## src/rtl/cht_pkg.sv

```systemverilog
// Shared types, constants and helper functions for the compressor thermostat.
// No dependencies; imported by cht_cfg_regs and compressor_hysteresis_thermostat.
package cht_pkg;

  localparam int unsigned TICKS_PER_SECOND = 1000;
  localparam int unsigned TIMER_WIDTH      = 22;

  localparam int unsigned TEMP_W     = 15;
  localparam int unsigned SP_W       = 13;
  localparam int unsigned HYST_W     = 11;
  localparam int unsigned SEC_W      = 12;
  localparam int unsigned OFS_W      = 11;
  localparam int unsigned CFG_DATA_W = 13;
  localparam int unsigned CFG_IDX_W  = 3;

  // seconds * ticks comparison width
  localparam int unsigned TPS_W = $clog2(TICKS_PER_SECOND + 1);
  localparam int unsigned LIM_W = SEC_W + TPS_W;
  localparam int unsigned CMP_W = (LIM_W > TIMER_WIDTH) ? LIM_W : TIMER_WIDTH;

  typedef logic [TIMER_WIDTH-1:0] timer_t;

  typedef enum logic [CFG_IDX_W-1:0] {
    CFG_SETPOINT    = 3'd0,
    CFG_HYSTERESIS  = 3'd1,
    CFG_MIN_ON      = 3'd2,
    CFG_MIN_OFF     = 3'd3,
    CFG_START_DELAY = 3'd4,
    CFG_ROOM_OFFSET = 3'd5
  } cfg_idx_e;

  typedef struct packed {
    logic signed [SP_W-1:0]   setpoint;
    logic        [HYST_W-1:0] hysteresis;
    logic        [SEC_W-1:0]  min_on;
    logic        [SEC_W-1:0]  min_off;
    logic        [SEC_W-1:0]  start_delay;
    logic signed [OFS_W-1:0]  room_offset;
  } cht_cfg_t;

  localparam logic signed [SP_W-1:0]   SETPOINT_RST    = -13'sd300;
  localparam logic        [HYST_W-1:0] HYSTERESIS_RST  = 11'd100;
  localparam logic        [SEC_W-1:0]  MIN_ON_RST      = 12'd120;
  localparam logic        [SEC_W-1:0]  MIN_OFF_RST     = 12'd180;
  localparam logic        [SEC_W-1:0]  START_DELAY_RST = 12'd60;
  localparam logic signed [OFS_W-1:0]  ROOM_OFFSET_RST = 11'sd0;

  function automatic logic [CMP_W-1:0] limit_ticks(input logic [SEC_W-1:0] secs);
    return CMP_W'(secs) * CMP_W'(TICKS_PER_SECOND);
  endfunction

  function automatic logic elapsed(input timer_t cnt, input logic [SEC_W-1:0] secs);
    return CMP_W'(cnt) >= limit_ticks(secs);
  endfunction

endpackage

```

## src/rtl/cht_cfg_regs.sv

```systemverilog
// Configuration register bank for the compressor thermostat.
// Depends on cht_pkg for register indexes, reset values and the config struct.
module cht_cfg_regs (
  input  logic                           clk_i,
  input  logic                           rst_ni,
  input  logic                           cfg_valid_i,
  output logic                           cfg_ready_o,
  input  logic [cht_pkg::CFG_IDX_W-1:0]  cfg_index_i,
  input  logic [cht_pkg::CFG_DATA_W-1:0] cfg_data_i,
  output cht_pkg::cht_cfg_t              cfg_o
);
  import cht_pkg::*;

  cht_cfg_t cfg_q;

  assign cfg_ready_o = 1'b1;
  assign cfg_o       = cfg_q;

  always_ff @(posedge clk_i or negedge rst_ni) begin
    if (!rst_ni) begin
      cfg_q.setpoint    <= SETPOINT_RST;
      cfg_q.hysteresis  <= HYSTERESIS_RST;
      cfg_q.min_on      <= MIN_ON_RST;
      cfg_q.min_off     <= MIN_OFF_RST;
      cfg_q.start_delay <= START_DELAY_RST;
      cfg_q.room_offset <= ROOM_OFFSET_RST;
    end else if (cfg_valid_i) begin
      unique case (cfg_idx_e'(cfg_index_i))
        CFG_SETPOINT:    cfg_q.setpoint    <= $signed(cfg_data_i[SP_W-1:0]);
        CFG_HYSTERESIS:  cfg_q.hysteresis  <= cfg_data_i[HYST_W-1:0];
        CFG_MIN_ON:      cfg_q.min_on      <= cfg_data_i[SEC_W-1:0];
        CFG_MIN_OFF:     cfg_q.min_off     <= cfg_data_i[SEC_W-1:0];
        CFG_START_DELAY: cfg_q.start_delay <= cfg_data_i[SEC_W-1:0];
        CFG_ROOM_OFFSET: cfg_q.room_offset <= $signed(cfg_data_i[OFS_W-1:0]);
        default: ;
      endcase
    end
  end

endmodule

```

## src/rtl/compressor_hysteresis_thermostat.sv

```systemverilog
// Compressor thermostat with hysteresis and anti-short-cycle timing, top level.
// Depends on cht_pkg and cht_cfg_regs.
//
// One item is taken every clock cycle unless a sample waits for the result register:
// an item goes into an input register, is decided by a single pass of adder,
// saturation and compare logic against the compressor state and the two saturating
// tick counters, and a sample transaction then moves from the input register into
// the result register. Tick items update the counters and give no result. The
// result register frees itself in the same cycle it is taken, so full rate holds
// while out_ready_i stays high. Configuration writes are taken in every cycle.
module compressor_hysteresis_thermostat (
  input  logic                           clk_i,
  input  logic                           rst_ni,
  input  logic                           cfg_valid_i,
  output logic                           cfg_ready_o,
  input  logic [cht_pkg::CFG_IDX_W-1:0]  cfg_index_i,
  input  logic [cht_pkg::CFG_DATA_W-1:0] cfg_data_i,
  input  logic                           in_valid_i,
  output logic                           in_ready_o,
  input  logic                           opcode_i,
  input  logic signed [cht_pkg::TEMP_W-1:0] room_temp_centi_i,
  output logic                           out_valid_o,
  input  logic                           out_ready_i,
  output logic                           compressor_on_o,
  output logic                           fan_on_o,
  output logic signed [cht_pkg::TEMP_W-1:0] corrected_temp_centi_o
);
  import cht_pkg::*;

  localparam int unsigned DIFF_W = TEMP_W + 2;

  cht_cfg_t cfg;

  cht_cfg_regs u_cfg_regs (
    .clk_i       (clk_i),
    .rst_ni      (rst_ni),
    .cfg_valid_i (cfg_valid_i),
    .cfg_ready_o (cfg_ready_o),
    .cfg_index_i (cfg_index_i),
    .cfg_data_i  (cfg_data_i),
    .cfg_o       (cfg)
  );

  // input register
  logic                     s1_valid_q;
  logic                     s1_sample_q;
  logic signed [TEMP_W-1:0] s1_temp_q;

  // state
  logic   comp_q, comp_d;
  timer_t since_reset_q, since_reset_d;
  timer_t since_switch_q, since_switch_d;

  // result register
  logic                     out_valid_q;
  logic                     out_comp_q;
  logic signed [TEMP_W-1:0] out_temp_q;

  logic s1_adv, out_free, in_acc;

  assign out_free   = !out_valid_q || out_ready_i;
  assign s1_adv     = s1_valid_q && (!s1_sample_q || out_free);
  assign in_ready_o = !s1_valid_q || s1_adv;
  assign in_acc     = in_valid_i && in_ready_o;

  // corrected temperature with saturation
  logic signed [TEMP_W:0]   sum;
  logic signed [TEMP_W-1:0] temp_sat;
  logic signed [DIFF_W-1:0] diff, diff2, hyst_pos, hyst_neg;
  logic                     go_on, go_off, switch_now;

  always_comb begin
    sum = (TEMP_W+1)'(s1_temp_q) + (TEMP_W+1)'(cfg.room_offset);
    if (sum[TEMP_W] != sum[TEMP_W-1]) begin
      temp_sat = sum[TEMP_W] ? {1'b1, {(TEMP_W-1){1'b0}}} : {1'b0, {(TEMP_W-1){1'b1}}};
    end else begin
      temp_sat = sum[TEMP_W-1:0];
    end
    diff     = DIFF_W'(temp_sat) - DIFF_W'(cfg.setpoint);
    diff2    = {diff[DIFF_W-2:0], 1'b0};
    hyst_pos = $signed(DIFF_W'(cfg.hysteresis));
    hyst_neg = -hyst_pos;
    go_on    = (diff2 > hyst_pos) && elapsed(since_reset_q, cfg.start_delay)
               && elapsed(since_switch_q, cfg.min_off);
    go_off   = (diff2 < hyst_neg) && elapsed(since_switch_q, cfg.min_on);
    switch_now = comp_q ? go_off : go_on;
  end

  always_comb begin
    comp_d         = comp_q;
    since_reset_d  = since_reset_q;
    since_switch_d = since_switch_q;
    if (s1_adv) begin
      if (!s1_sample_q) begin
        since_reset_d  = (since_reset_q == '1) ? since_reset_q : since_reset_q + 1'b1;
        since_switch_d = (since_switch_q == '1) ? since_switch_q : since_switch_q + 1'b1;
      end else if (switch_now) begin
        comp_d         = !comp_q;
        since_switch_d = '0;
      end
    end
  end

  always_ff @(posedge clk_i or negedge rst_ni) begin
    if (!rst_ni) begin
      s1_valid_q     <= 1'b0;
      comp_q         <= 1'b0;
      since_reset_q  <= '0;
      since_switch_q <= '0;
      out_valid_q    <= 1'b0;
    end else begin
      if (in_acc) begin
        s1_valid_q <= 1'b1;
      end else if (s1_adv) begin
        s1_valid_q <= 1'b0;
      end
      comp_q         <= comp_d;
      since_reset_q  <= since_reset_d;
      since_switch_q <= since_switch_d;
      if (s1_adv && s1_sample_q) begin
        out_valid_q <= 1'b1;
      end else if (out_ready_i) begin
        out_valid_q <= 1'b0;
      end
    end
  end

  always_ff @(posedge clk_i) begin
    if (in_acc) begin
      s1_sample_q <= opcode_i;
      s1_temp_q   <= room_temp_centi_i;
    end
    if (s1_adv && s1_sample_q) begin
      out_comp_q <= comp_d;
      out_temp_q <= temp_sat;
    end
  end

  assign out_valid_o            = out_valid_q;
  assign compressor_on_o        = out_comp_q;
  assign fan_on_o               = out_comp_q;
  assign corrected_temp_centi_o = out_temp_q;

`ifndef NO_ASSERTIONS
  a_switch_clears_timer: assert property (@(posedge clk_i) disable iff (!rst_ni)
    (s1_adv && s1_sample_q && switch_now) |=> (since_switch_q == '0))
    else $error("switch did not clear the switch timer");

  a_state_only_on_sample: assert property (@(posedge clk_i) disable iff (!rst_ni)
    (comp_q != $past(comp_q)) |-> (out_valid_q && (out_comp_q == comp_q)))
    else $error("compressor state changed without a result transaction");

  a_since_reset_monotonic: assert property (@(posedge clk_i) disable iff (!rst_ni)
    $past(since_reset_q) <= since_reset_q)
    else $error("time since reset went backwards");

  a_tick_holds_result: assert property (@(posedge clk_i) disable iff (!rst_ni)
    (s1_adv && !s1_sample_q && out_valid_q && !out_ready_i) |=> out_valid_q)
    else $error("tick disturbed a pending result");
`endif

endmodule
```

## config.mk

```make
export PLATFORM = sky130hd
export DESIGN_NAME = compressor_hysteresis_thermostat
export DESIGN_NICKNAME = d
export VERILOG_FILES = /design/src/rtl/cht_pkg.sv /design/src/rtl/cht_cfg_regs.sv /design/src/rtl/compressor_hysteresis_thermostat.sv
export SDC_FILE = /design/constraint.sdc
export NUM_CORES = 1
export LEC_CHECK = 0
export ABC_AREA = 1
export BUFFER_PORTS_ARGS = -buffer_cell sky130_fd_sc_hd__buf_2
export CORE_MARGIN = 5
export CORE_UTILIZATION = 40
export CTS_CLUSTER_DIAMETER = 30
export DETAILED_ROUTE_END_ITERATION = 16
export PLACE_DENSITY = 0.58
export SYNTH_ARGS = -nofsm -noshare
export SYNTH_HDL_FRONTEND = slang
export SYNTH_SLANG_ARGS = --single-unit
```

## constraint.sdc

```tcl
create_clock -name clk_i -period 14.59 [get_ports clk_i]
set_input_delay 2.918 -clock clk_i [delete_from_list [all_inputs] [get_ports clk_i]]
set_output_delay 2.918 -clock clk_i [all_outputs]
set_load 0.01 [all_outputs]
```

# Yosys cells after proc, flatten, opt, wreduce, memory -nomap -nowiden
# Cells that the tools add are included.
dict set report classes {
  n_reduce_logical 24
  mul 3
  n_lt_le_gt_ge 5
  bitwise_logic 2
  n_mux 13
  add_sub_neg 5
  eq_ne 10
}
# op n
set op_table {}
lappend op_table {{$ge A22 B22 Y1} 3}
lappend op_table {{$mux W22} 3}
lappend op_table {{$mul A12 B7 Y19 const B} 3}
lappend op_table {{$add A22 B1 Y22 const B} 2}
lappend op_table {{$eq A22 B22 Y1 const B} 2}
lappend op_table {{$mux W15} 2}
lappend op_table {{$gt A17 B12 Y1} 1}
lappend op_table {{$lt A17 B17 Y1} 1}
lappend op_table {{$neg A11 Y17} 1}
lappend op_table {{$add A15 B11 Y16} 1}
lappend op_table {{$sub A15 B13 Y16} 1}
lappend op_table {{$reduce_and A2 Y1} 6}
lappend op_table {{$mux W1} 8}
lappend op_table {{$eq A3 B2 Y1 const B} 2}
lappend op_table {{$eq A3 B3 Y1 const B} 2}
lappend op_table {{$logic_and A1 B1 Y1} 6}
lappend op_table {{$reduce_and A3 Y1} 2}
lappend op_table {{$logic_not A1 Y1} 4}
lappend op_table {{$reduce_bool A2 Y1} 2}
lappend op_table {{$eq A3 B1 Y1 const B} 1}
lappend op_table {{$logic_not A3 Y1} 1}
lappend op_table {{$logic_or A1 B1 Y1} 3}
lappend op_table {{$ne A2 B1 Y1 const B} 1}
lappend op_table {{$ne A2 B2 Y1 const B} 1}
lappend op_table {{2 further kinds} 3}
dict set report word_totals {
  regBits 150
  elab_cells 77
  input_bits 37
  out_inout_bits 20
}

# Depth between registers and ports, before layout
dict set report logic_depth {
  depth_word 11
  depth_mapped 42
  mapped_depth_nobuf 41
}

# Cells and area by module
# Synthesis repeated with hierarchy kept, for this count alone.
dict set report unflattened {
  cells_unflattened 2020
  area_unflattened_um2 16394.5
}
# module n_inst cells_per_inst area_per_inst_um2
set by_module_without_submodules {}
lappend by_module_without_submodules {compressor_hysteresis_thermostat 1 1695 13523.0}
lappend by_module_without_submodules {cht_cfg_regs 1 325 2871.5}

# Worst setup path before layout
# OpenSTA, ideal clock, no wires.
dict set report synth_path {
  kind {input to output}
  startpoint {in out_ready_i}
  endpoint {out in_ready_o}
  required_ns 11.672
  arrival_time_ns 3.147
  path_buffers 0
  cell_stages 2
  slack_ns 8.525
  path_cell_list {inv_1 nand4_1}
}
dict set report synth_via {
  elab_chain_len 4
}
# element line_no
set synth_lines {}
lappend synth_lines {{start, declared} compressor_hysteresis_thermostat.sv:23} ;# input logic out_ready_i,
lappend synth_lines {{$logic_or A1 B1 Y1} compressor_hysteresis_thermostat.sv:61} ;# assign out_free = !out_valid_q || out_ready_i;
lappend synth_lines {{$logic_or A1 B1 Y1} compressor_hysteresis_thermostat.sv:62} ;# assign s1_adv = s1_valid_q && (!s1_sample_q || out_free);
lappend synth_lines {{$logic_and A1 B1 Y1} compressor_hysteresis_thermostat.sv:62}
lappend synth_lines {{$logic_or A1 B1 Y1} compressor_hysteresis_thermostat.sv:63} ;# assign in_ready_o = !s1_valid_q || s1_adv;
lappend synth_lines {{end, declared} compressor_hysteresis_thermostat.sv:19} ;# output logic in_ready_o,
# No other way between the ends.

# Final worst setup path
dict set report layout_path {
  startpoint {reg u_cfg_regs.cfg_q, in the netlist u_cfg_regs.cfg_o[23]}
  endpoint {reg since_switch_q[14]}
}
dict set report layout_via {
  elab_chain_len 6
}
# element line_no
set layout_lines {}
lappend layout_lines {{start, declared} cht_cfg_regs.sv:14} ;# cht_cfg_t cfg_q;
lappend layout_lines {{$mul A12 B7 Y19} cht_pkg.sv:49} ;# return CMP_W'(secs) * CMP_W'(TICKS_PER_SECOND);
lappend layout_lines {{$ge A22 B22 Y1} cht_pkg.sv:53} ;# return CMP_W'(cnt) >= limit_ticks(secs);
lappend layout_lines {{$logic_and A1 B1 Y1} compressor_hysteresis_thermostat.sv:84} ;# && elapsed(since_switch_q, cfg.min_off);
lappend layout_lines {{$mux W1} compressor_hysteresis_thermostat.sv:86} ;# switch_now = comp_q ? go_off : go_on;
lappend layout_lines {{$ne A2 B1 Y1 (no source line)} -}
lappend layout_lines {{$reduce_and A3 Y1 (no source line)} -}
lappend layout_lines {{end signal, assigned} compressor_hysteresis_thermostat.sv:119} ;# since_switch_q <= since_switch_d;
lappend layout_lines {{end, declared} compressor_hysteresis_thermostat.sv:52} ;# timer_t since_switch_q, since_switch_d;
# No other way between the ends.
# A chain may end at the register's enable or synchronous reset.

==> results_dict.tcl <==
set metrics [dict create \
    status "completed" \
    setup_viol 0 \
    post_cts_buffers 0 \
    rsz0062_at_grt "false" \
    core_area_um2 39910 \
    ant_nets 0 \
    fin_crit_ns 7.201 \
    grt_pass1_wl_mm 66.03 \
    final_nets 2434 \
    cts-root-buf "clkbuf_16" \
    num_vias 13080 \
    ys_seq_area_frac 0.2428 \
    clk_latency_ns 0.45 \
    clock_sinks 150 \
    cp_data_arrival_time_ns 7.54 \
    period_share 0.4935 \
    clk_pin_slew_ns 0.07 \
    synth_area_leaders "ha_1 (19%), dfrtp_1 (15%), fa_1 (14%), nand2_1 (9.8%), inv_1 (7.9%)" \
    grt_max_degree 65 \
    n_fill_cell 3953 \
    worstMarginPinSlew_ns 0.9404 \
    yosys.area.top_type "ha_1" \
    synth_flop_cell "dfrtp_1" \
    die_w_um 211.5 \
    synth_edf_count 32 \
    cts_hold_buf 0 \
    drive_gt1_frac 0.06018 \
    drtPass1Iterations 5 \
    die_area_um2 44720 \
    num_antenna_cells 0 \
    ys_ff_latch 150 \
    fin_skew_ns 0.009830 \
    post-route-util 0.4420 \
    antenna_found_initial 0 \
    slew_violations 0 \
    yosys_warnings 0 \
    end_kind "flop" \
    port_buffers 55 \
    r2r_slack_ns 7.39 \
    cts_tree "done" \
    clk_path_buf_depth 2 \
    cp-start-kind "flop" \
    regArea_um2 3943 \
    slew_headroom 0.3724 \
    critPathMaxStageDelay_ns 0.60 \
    synth_top_area_share 0.1926 \
    crit_path_top_delay_cell "fa_1" \
    multi_input_area_um2 10880 \
    drcViolationCount 0 \
    hold_viol_final 0 \
    async_reset_ff_frac 0.7867 \
    hold_class "flop to flop" \
    worstPathMaxFanout 23 \
    synth_cells 1981 \
    cpMostUsedCell "nand2_1" \
    max_freq_mhz 138.9 \
    std_cell_rows 73 \
    grt_pass1_vias 12780 \
    syn_area_per_cell_um2 8.196 \
    fin_tns_setup_ns 0 \
    area_growth_pct 8.654 \
    ys_types 44 \
    dpl.hpwl_mm 32.11 \
    wire_per_inst_um 15.39 \
    drt_iter0_drc 770 \
    cts_buffers 17 \
    synthesis.nets 2384 \
    routabilityCongestion 0.8710 \
    wirelength_mm 39.55 \
    ctsResizeCount 0 \
    vias_per_cell 5.090 \
    cp.required_ns 14.92 \
    drv_cap 0 \
    grt_overflow 0 \
    htree_levels 4 \
    ioPinCount 57 \
    start_util 0.4068 \
    grtUsageTotal 0.1819 \
    synthesis.area_um2 16240 \
    crit_type "flop to flop" \
    chipHeight_um 211.5 \
]
## routing by layer
layer / track usage / part of all wire / vias up
met5: 0 / 0 / -
met4: 0.03732 / 0.015 / 0
met3: 0.02667 / 0.036 / 38
met2: 0.3011 / 0.47 / 225
met1: 0.2552 / 0.48 / 6268
li1: - / - / 6545
## layout by cell type (no fill, tap or decap), types with 2 or more instances in the layout
cell type   instances
a21o_1              6
a21oi_1           126
a31oi_1             3
buf_2              54
buf_4               3
clkbuf_16          17
clkinv_8            3
clkinvlp_4          2
dfrtp_1            95
dfstp_2            23
edfxtp_1           32
fa_1              116
ha_1              250
inv_1             341
inv_6               4
inv_8               5
nand2_1           425
nand2_2             2
nand3_1            85
nand3b_1            2
nand4_1            34
nor2_1            102
nor2_2              2
nor2_4              2
nor3_1             42
nor3_2              2
nor4_1              6
o2111ai_1           3
o211ai_1            5
o21a_1              7
o21ai_0           117
o21bai_1            7
o31ai_1             5
xnor2_1            39
xor2_1             64
## worst max-delay path: cells and delay by family, from the launching register on
kind	cells	cell delay [ns]
AO/OA/AOI/OAI	5	1.01
AND/OR/NAND/NOR	14	2.48
flip-flops	1	0.48
adder cells (fa/ha/maj)	6	2.75
buffers and inverters	3	0.19
XOR/XNOR	1	0.16
## through the flow
step / instance area (um^2) / setup slack (ns) / hold WS [ns] / instances
floorplan: 16240 / 8.525 / 0.4530 / 1981
global placement: 17060 / 7.501 / 0.4701 / 2537
detailed placement: 17060 / 7.382 / 0.4812 / 2537
CTS: 17640 / 7.364 / 0.4976 / 2569
global route: 17640 / 6.807 / 0.5057 / 2569
finish: 17640 / 7.389 / 0.4953 / 2569
## synth_stat cells (3+ instances only)
cell	count
a21o_1	6
a21oi_1	126
a31oi_1	3
buf_2	7
clkbuf_1	15
dfrtp_1	95
dfstp_2	23
edfxtp_1	32
fa_1	116
ha_1	250
inv_1	341
nand2_1	425
nand3_1	85
nand4_1	34
nor2_1	102
nor3_1	42
nor4_1	6
o2111ai_1	3
o211ai_1	5
o21a_1	7
o21ai_0	117
o21bai_1	7
o31ai_1	5
xnor2_1	39
xor2_1	64
## kinds of logic after synthesis
kind of cell,synth area share
compound gates,0.09370
xor+xnor,0.05556
fa+ha+maj,0.3357
buf+inv,0.08700
flops,0.2428
other cells,0.0002310
simple gates,0.1850
## registers in the layout, summed over array words and instances (netlist names)
name and flops:
since_switch_q 22, s1_temp_q 15, s1_valid_q 1, corrected_temp_centi_o 15, comp_q 1, u_cfg_regs.cfg_o 71
s1_sample_q 1, compressor_on_o 1, since_reset_q 22, out_valid_o 1
## path summary, 6_finish.rpt
path | start | to | cells past startpoint
worst max register to register | u_cfg_regs.cfg_o[23]$_DFFE_PN0P_ | since_switch_q[14]$_DFFE_PN0P_ | 29
min in group asynchronous | rst_ni | since_switch_q[16]$_DFFE_PN0P_ | 1
max in group asynchronous | rst_ni | u_cfg_regs.cfg_o[36]$_DFFE_PN0P_ | 2
worst min-delay path | u_cfg_regs.cfg_o[63]$_DFFE_PN0P_ | u_cfg_regs.cfg_o[63]$_DFFE_PN0P_ | 2
worst min register to register | u_cfg_regs.cfg_o[63]$_DFFE_PN0P_ | u_cfg_regs.cfg_o[63]$_DFFE_PN0P_ | 2
worst max-delay path | u_cfg_regs.cfg_o[23]$_DFFE_PN0P_ | since_switch_q[14]$_DFFE_PN0P_ | 29
## final cells by class
| class | instances | share of cell area |
|---|---|---|
| Inverter | 342 | 0.07277 |
| Sequential cell | 150 | 0.2235 |
| Clock buffer | 18 | 0.02433 |
| Tap cell | 525 | 0.03723 |
| Multi-Input combinational cell | 1463 | 0.6168 |
| Timing Repair Buffer | 57 | 0.01660 |
| Clock inverter | 14 | 0.008794 |
Power is not shown: default switching activity piles up to over one toggle a cycle in this logic, so the estimate is an artifact.
